File: config.mk
export PLATFORM = sky130hd
export DESIGN_NAME = sme_controller
export DESIGN_NICKNAME = d
export VERILOG_FILES = /design/src/hdl/assert_macros.svh /design/src/hdl/sme_pkg.sv /design/src/hdl/sme_controller.sv
export SDC_FILE = /design/constraint.sdc
export NUM_CORES = 1
export LEC_CHECK = 0
export ABC_AREA = 1
export BUFFER_PORTS_ARGS = -buffer_cell sky130_fd_sc_hd__buf_2
export CORE_MARGIN = 2
export CORE_UTILIZATION = 40
export DETAILED_ROUTE_END_ITERATION = 7
export PLACE_DENSITY = 0.73
export SETUP_SLACK_MARGIN = 0.02
export SLEW_MARGIN = 20
export SYNTH_ARGS = -nofsm -noshare
export SYNTH_HDL_FRONTEND = slang
export SYNTH_SLANG_ARGS = --single-unit
export TNS_END_PERCENT = 10
File: constraint.sdc
create_clock -name clock -period 1.35 [get_ports clock]
set_clock_uncertainty 0.15 [all_clocks]
set_input_delay 0.135 -clock clock [delete_from_list [all_inputs] [get_ports clock]]
set_output_delay 0.135 -clock clock [all_outputs]
set_load 0.005 [all_outputs]
File: src/hdl/assert_macros.svh
// Assertion macros used by the top level of the stable matching engine.
`ifndef ASSERT_MACROS_SVH
`define ASSERT_MACROS_SVH

// Same-cycle implication, checked at every rising edge outside reset.
`define ASSERT_IMPLY(label, clk, rst, ante, cons) \
   label: assert property (@(posedge clk) disable iff (rst) (ante) |-> (cons)) \
      else $error("assertion failed: same-cycle implication");

// Next-cycle implication, checked at every rising edge outside reset.
`define ASSERT_NEXT(label, clk, rst, ante, cons) \
   label: assert property (@(posedge clk) disable iff (rst) (ante) |=> (cons)) \
      else $error("assertion failed: next-cycle implication");

// Next-cycle implication that is also checked while reset is high.
`define ASSERT_NEXT_ALWAYS(label, clk, ante, cons) \
   label: assert property (@(posedge clk) (ante) |=> (cons)) \
      else $error("assertion failed: next-cycle implication");

`endif

File: src/hdl/sme_pkg.sv
// Shared types and constants of the stable matching engine.
`timescale 1ns / 1ps
`default_nettype none
package sme_pkg;

   typedef enum logic [1:0] {
      FUNC_LOAD_MAN   = 2'd0,
      FUNC_LOAD_WOMAN = 2'd1,
      FUNC_RUN        = 2'd2
   } func_type;

   localparam int RESULT_LIMIT = 16;
   localparam int REG_PEOPLE_IN_USE = 0;
   localparam logic [4:0] PEOPLE_RESET = 5'd16;
   localparam logic [4:0] PARTNER_NONE = 5'h1F;

   // Commands from the controller to the datapath.
   typedef struct packed {
      logic clr_pref;
      logic take;
      logic rclr;
      logic rb_read;
      logic rb_write;
      logic pop;
      logic prop;
      logic pw;
      logic pr;
      logic engage;
      logic dump;
      logic out_xfer;
   } cmd_type;

   // Status from the datapath to the controller.
   typedef struct packed {
      logic sweep_last;
      logic q_empty;
      logic list_done;
      logic w_bad;
      logic rk_none;
      logic f_none;
      logic better;
      logic out_last;
   } status_type;

endpackage
`default_nettype wire

File: src/hdl/sme_controller.sv
// Controller: state machine that sequences load, rebuild, matching and readout.
`timescale 1ns / 1ps
`default_nettype none
module sme_controller (
   input  wire logic                clock,
   input  wire logic                reset,
   input  wire logic                req_valid,
   input  wire logic [1:0]          req_func,
   output logic                     req_ready,
   output logic                     rsp_valid,
   input  wire logic                rsp_ready,
   input  wire sme_pkg::status_type st,
   output sme_pkg::cmd_type         cmd
);
   typedef enum logic [3:0] {
      S_CLR, S_IDLE, S_RCLR, S_RB_RD, S_RB_WR, S_POP, S_PROP, S_PW, S_PR, S_PF, S_OUT
   } state_type;

   state_type state_ff, state_in;
   logic      req_ready_ff, rsp_valid_ff;

   always_comb begin
      state_in = state_ff;
      cmd      = '0;
      unique case (state_ff)
         S_CLR: begin
            cmd.clr_pref = 1'b1;
            if (st.sweep_last) state_in = S_IDLE;
         end
         S_IDLE: begin
            cmd.take = req_valid;
            if (req_valid && req_func == sme_pkg::FUNC_RUN) state_in = S_RCLR;
         end
         S_RCLR: begin
            cmd.rclr = 1'b1;
            if (st.sweep_last) state_in = S_RB_RD;
         end
         S_RB_RD: begin
            cmd.rb_read = 1'b1;
            state_in = S_RB_WR;
         end
         S_RB_WR: begin
            cmd.rb_write = 1'b1;
            state_in = st.sweep_last ? S_POP : S_RB_RD;
         end
         S_POP: begin
            if (st.q_empty) begin
               state_in = S_OUT;
            end else begin
               cmd.pop = 1'b1;
               state_in = S_PROP;
            end
         end
         S_PROP: begin
            if (st.list_done) begin
               state_in = S_POP;
            end else begin
               cmd.prop = 1'b1;
               state_in = S_PW;
            end
         end
         S_PW: begin
            if (st.w_bad) begin
               state_in = S_PROP;
            end else begin
               cmd.pw = 1'b1;
               state_in = S_PR;
            end
         end
         S_PR: begin
            cmd.pr = 1'b1;
            priority if (st.rk_none) begin
               state_in = S_PROP;
            end else if (st.f_none) begin
               cmd.engage = 1'b1;
               state_in = S_POP;
            end else begin
               state_in = S_PF;
            end
         end
         S_PF: begin
            if (st.better) begin
               cmd.engage = 1'b1;
               cmd.dump   = 1'b1;
               state_in = S_POP;
            end else begin
               state_in = S_PROP;
            end
         end
         S_OUT: begin
            cmd.out_xfer = rsp_ready;
            if (rsp_ready && st.out_last) state_in = S_IDLE;
         end
         default: state_in = S_CLR;
      endcase
   end

   always_ff @(posedge clock) begin
      if (reset) begin
         state_ff     <= S_CLR;
         req_ready_ff <= 1'b0;
         rsp_valid_ff <= 1'b0;
      end else begin
         state_ff     <= state_in;
         req_ready_ff <= (state_in == S_IDLE);
         rsp_valid_ff <= (state_in == S_OUT);
      end
   end

   assign req_ready = req_ready_ff;
   assign rsp_valid = rsp_valid_ff;
endmodule
`default_nettype wire
Word-level counts from Yosys, hierarchy flattened
Cells that the tools add are included.
{"block": "classes", "shifts": 0, "n_reduce_logical": 3, "multipliers": 0, "div": 0, "bitwise": 0, "magnitude_cmp": 0, "n_addsub": 0, "eq_ne": 13, "mux": 30}
{"cell": "$pmux 4 s11", "count": 1}
{"cell": "$mux 4", "count": 8}
{"cell": "$eq 4x3->1 const B", "count": 4}
{"cell": "$eq 4x4->1 const B", "count": 4}
{"cell": "$mux 1", "count": 16}
{"cell": "$eq 4x1->1 const B", "count": 2}
{"cell": "$eq 4x2->1 const B", "count": 2}
{"cell": "$mux 2", "count": 3}
{"cell": "$logic_not 4->1", "count": 1}
{"cell": "$mux 3", "count": 1}
{"cell": "$eq 2x2->1 const B", "count": 1}
{"cell": "$logic_and 1x1->1", "count": 2}
{"cell": "$pmux 1 s2", "count": 1}
{"block": "word_totals", "input_bits": 14, "mem_count": 0, "romBits": 0, "ramBits": 0, "word_cells": 49, "latch_bits": 0, "register_bits": 6, "output_inout_bits": 14}

Depth between registers and ports, before layout
{"block": "logic_depth", "ltp_word": 5, "depth_mapped": 9}

Worst setup path before layout
OpenSTA, ideal clock, no wires.
{"block": "synth_timing", "path_kind": "register to register", "from": "register state_ff[2]", "to": "register req_ready_ff, in the netlist req_ready", "path_slack_ps": 23, "arrival_ps": 1059, "required_ps": 1082, "stages_incl_launch_ff": 10, "cell_sequence": "dfxtp_1 -> inv_2 -> nor2_4 -> nand2_2 -> nor2_4 -> nor2_2 -> nand2_2 -> nor2_2 -> nand3_2 -> nor2_2"}
{"block": "synth_between", "elab_chain_cells": 3}
{"element": "from (decl)", "line_no": "sme_controller.sv:19", "source": "state_type state_ff, state_in;"}
{"element": "from (signal assigned)", "line_no": "sme_controller.sv:104", "source": "state_ff <= state_in;"}
{"element": "$eq 4x4->1 (tied with other cells)", "line_no": "sme_controller.sv:25", "source": "unique case (state_ff)"}
{"element": "$pmux 4 s11 *", "line_no": "sme_controller.sv:25"}
{"element": "$eq 4x1->1 *", "line_no": "sme_controller.sv:105", "source": "req_ready_ff <= (state_in == S_IDLE);"}
{"element": "to (signal assigned)", "line_no": "sme_controller.sv:105"}
{"element": "to (decl)", "line_no": "sme_controller.sv:20", "source": "logic req_ready_ff, rsp_valid_ff;"}
Mark *: on every way between the ends. The rest lies on a longest branch, timed or not.
A chain may end at the register's enable or synchronous reset.

==> flow_results.xml <==
<?xml version="1.0" encoding="UTF-8"?>
<metrics>
  <group name="clocking">
    <metric name="cts_root_buffer" unit="">clkbuf_4</metric>
    <metric name="worst_skew_pair.late_latency" unit="ns">0.24</metric>
    <metric name="cts_inserted_buffers" unit="">3</metric>
    <metric name="clkTransAtPathRegs" unit="ns">0.04</metric>
    <metric name="cts_max_path_buffers" unit="">2</metric>
    <metric name="tritoncts" unit="">done</metric>
    <metric name="clkSinkCount" unit="">6</metric>
    <metric name="clock_tree.htree_level_count" unit="">1</metric>
  </group>
  <group name="timing">
    <metric name="period_share" unit="%">115</metric>
    <metric name="timing.final.hold_violations" unit="">0</metric>
    <metric name="period_needed" unit="ns">1.55</metric>
    <metric name="timing.fmax" unit="GHz">0.647</metric>
    <metric name="grt_setup_unrepaired" unit="">true</metric>
    <metric name="timing_worst_slew_pin_value" unit="ns">0.275</metric>
    <metric name="slew_viol_final" unit="">0</metric>
    <metric name="timing.max_slew.rel_slack" unit="%">81.7</metric>
    <metric name="setup_viol" unit="">16</metric>
    <metric name="worst_slack" unit="ns">-0.196</metric>
  </group>
  <group name="worst_setup_path">
    <metric name="critical_path_class" unit="">register to output pin</metric>
    <metric name="reg2regPathDepth" unit="">9</metric>
    <metric name="setup.worst_path.start" unit="">state_ff[3]</metric>
    <metric name="endpoint_of_the_worst_register_to_register_path" unit="">req_ready</metric>
    <metric name="worst_ep_arrival_time" unit="ns">1.26</metric>
    <metric name="cp-start-kind" unit="">register</metric>
    <metric name="critPathCapture" unit="">cmd[10]</metric>
    <metric name="timing.reg2reg.setup_slack" unit="ns">-0.11</metric>
    <metric name="endpoint_kind" unit="">output pin</metric>
    <metric name="worstReg2RegStart" unit="">state_ff[0]</metric>
    <metric name="worst-path-max-fanout" unit="">5</metric>
    <metric name="required" unit="ns">1.07</metric>
  </group>
  <group name="global_route">
    <metric name="track_usage" unit="%">19.1</metric>
    <metric name="grt_overflow_total" unit="">0</metric>
    <metric name="wire_length_of_the_first_global_routing_pass" unit="microns">2770</metric>
    <metric name="antenna_found_initial" unit="">0</metric>
    <metric name="pin_count_of_the_biggest_net_entering_global_routing" unit="">9</metric>
    <metric name="first_global_vias" unit="">706</metric>
  </group>
  <group name="placed_design">
    <metric name="port-buffer-count" unit="">27</metric>
    <metric name="postPlaceCellArea" unit="sq um">803</metric>
    <metric name="place_congestion" unit="">0.853</metric>
    <metric name="dp_hpwl" unit="microns">1200</metric>
  </group>
  <group name="drt">
    <metric name="wirelength" unit="microns">1690</metric>
    <metric name="met3RoutedLength" unit="microns">88</metric>
    <metric name="final_antenna_net_count" unit="">0</metric>
    <metric name="maxUsedRoutingLayer" unit="">met4</metric>
    <metric name="route.detailed.vias_per_inst" unit="">4.72</metric>
    <metric name="drt-wirelength-per-cell" unit="microns">10.4</metric>
    <metric name="detailroute.via_count" unit="">764</metric>
    <metric name="drc" unit="">0</metric>
    <metric name="wl_met2" unit="microns">868</metric>
    <metric name="met1Wirelength" unit="microns">714</metric>
    <metric name="drt_pre_antenna_iters" unit="">4</metric>
    <metric name="dr_iter_0_viols" unit="">8</metric>
  </group>
  <group name="power_and_ir_drop">
    <metric name="total_power" unit="uW">502</metric>
    <metric name="cellPowerDensity" unit="nW/um^2">510</metric>
    <metric name="peakVddDrop" unit="uV">354</metric>
    <metric name="leakagePower" unit="nW">0.616</metric>
  </group>
  <group name="synthesis">
    <metric name="ys_seq_area_share" unit="%">19.7</metric>
    <metric name="dominant_combinational_cell_family_by_area_after_synthesis" unit="">simple AND/OR/NAND/NOR gates</metric>
    <metric name="yosys.area_share.xor_xnor" unit="%">0</metric>
    <metric name="synth_compound_gate_area_share" unit="%">5.94</metric>
    <metric name="synth.lib_cells_used.distinct" unit="">18</metric>
    <metric name="dominantRegCellSynth" unit="">dfxtp_1</metric>
    <metric name="cell_taking_the_most_area_after_synthesis" unit="">dfxtp_1</metric>
    <metric name="synth_top_area_share" unit="%">19.7</metric>
    <metric name="synthesis.yosys.warnings" unit="">0</metric>
    <metric name="syn-num-nets" unit="">115</metric>
    <metric name="synth_area_per_cell" unit="sq um">6.05</metric>
    <metric name="number_of_enable_type_register_cells_in_the_synthesized_netlist" unit="">0</metric>
    <metric name="asyncSetResetFlopFracSynth" unit="%">0</metric>
    <metric name="syn_inst" unit="">101</metric>
    <metric name="yosys.area_share.simple" unit="%">57.2</metric>
    <metric name="synthTopCellsByArea" unit="">dfxtp_1 20%, inv_1 12%, nor2_2 10%</metric>
    <metric name="postSynthRegisterBits" unit="">6</metric>
    <metric name="synth_fa_ha_area_share" unit="%">0</metric>
    <metric name="muxShareOfSynthArea" unit="%">0</metric>
    <metric name="post_synth_instance_area" unit="sq um">611</metric>
  </group>
  <group name="floorplanning">
    <metric name="die_w" unit="microns">43.1</metric>
    <metric name="fp.dieH" unit="microns">43.1</metric>
    <metric name="pin_count" unit="">28</metric>
    <metric name="dieArea" unit="sq um">1860</metric>
    <metric name="std_cell_rows" unit="">14</metric>
    <metric name="initial_utilization" unit="%">41.5</metric>
    <metric name="core_region_area" unit="sq um">1470</metric>
  </group>
  <group name="status">
    <metric name="status" unit="">finished with violations</metric>
    <metric name="failing_checks" unit="">setup timing</metric>
  </group>
  <group name="layout">
    <metric name="syn2layout_area_growth" unit="%">61.1</metric>
    <metric name="ratio_of_cells_with_drive_above_1_in_the_final_layout" unit="%">63.0</metric>
    <metric name="antenna-diode-count" unit="">0</metric>
    <metric name="final_nets" unit="">162</metric>
    <metric name="post-route-cell-area" unit="sq um">983</metric>
  </group>
  <group name="hold_path">
    <metric name="hold_class" unit="">input pin to register</metric>
  </group>
  <group name="job">
    <metric name="cap_viol_max_count" unit="">0</metric>
  </group>
</metrics>
[synthesized netlist by cell type (2+ instances only)]
cell / n
nand3_1: 11
inv_2: 8
nor2_1: 8
o21ai_1: 3
inv_1: 20
nor2_2: 10
nand2_2: 6
nand2_1: 15
nor2_4: 5
nand3_2: 2
dfxtp_1: 6
[state kept, by name, indices dropped and copies added, names as in the netlist]
signal / cells
req_ready: 1
rsp_valid: 1
state_ff: 4
[where the power goes]
part / internal, mW / switching (mW)
registers: 0.181 / 0.0110
logic: 0.0669 / 0.0788
clock network: 0.101 / 0.0639
total: 0.348 / 0.154
[critical path, stage by stage, from the launching register on]
cell and delay [ns]:
dfxtp_4 0.36, nor2_2 0.26, nand2_2 0.09, buf_4 0.13, nor2_1 0.06, buf_2 0.11
[how the worst min path moves through the flow]
stage / cells past startpoint / slack [ns] / endpoint / start
2_1_floorplan: 1 / 0.05 / state_ff[1] / reset
5_1_grt: 5 / 0.19 / state_ff[0] / st[0]
6_report: 5 / 0.16 / state_ff[3] / st[6]
3_5_place_dp: 2 / 0.19 / state_ff[1] / reset
4_1_cts: 5 / 0.15 / state_ff[3] / st[6]
3_3_place_gp: 2 / 0.19 / state_ff[1] / reset
[area by class of cell]
cell class / count / area [sq um]
multi-input cells: 67 / 435
inverters: 28 / 110
repair buffers: 42 / 260
clock buffers: 3 / 22.5
well taps: 16 / 20.0
fillers: 131 / 488
flip-flops and latches: 6 / 135
[repair_timing]
action,in CTS,in global routing
hold endpoints to repair,2,0
gates resized for setup,19,10
pin swaps,5,6
gates cloned,0,0
endpoints found under the setup margin,18,18
setup buffers,4,5
hold buffers,1,0
[layout by cell type, fill, tap and decap left out]
master,Yosys,routed
nor2_1,8,6
clkbuf_4,0,3
nand2_1,15,13
dfxtp_4,0,4
inv_4,0,2
and3_1,1,1
nand3b_1,1,1
nand3_2,2,3
nand4_1,1,1
nand2_2,6,8
buf_2,0,26
inv_2,8,8
o211ai_1,1,1
o21ai_2,1,5
dlygate4sd3_1,0,1
nor2_4,5,9
dfxtp_1,6,2
nand3_1,11,10
nor2_2,10,8
inv_1,20,18
buf_6,0,2
nand2_4,1,1
buf_4,0,13
[stage by stage]
stage          utilization, %  TNS (ns)  worst slack (ns)  hold slack [ns]  cells
2_1_floorplan               -         0            0.0231           0.0519    101
3_3_place_gp             54.6    -0.203           -0.0737            0.192    149
3_5_place_dp             54.6    -0.338            -0.101            0.195    149
4_1_cts                  62.0     -1.59            -0.189            0.151    157
5_1_grt                  66.8     -3.18            -0.252            0.194    162
6_report                 66.8     -1.89            -0.196            0.165    162
[kinds of logic after synthesis]
family / after synthesis
and+or+nand+nor: 61
buffers and inverters: 28
DFF: 6
AOI/OAI and AO/OA: 6
[routing by layer]
layer  global-route usage (%)  vias up
li1                         -      393
met1                     24.2      339
met2                     33.3       28
met3                     1.70        4
met4                     7.27        0
met5                        0        -
Power figures use the tool's default switching activity.
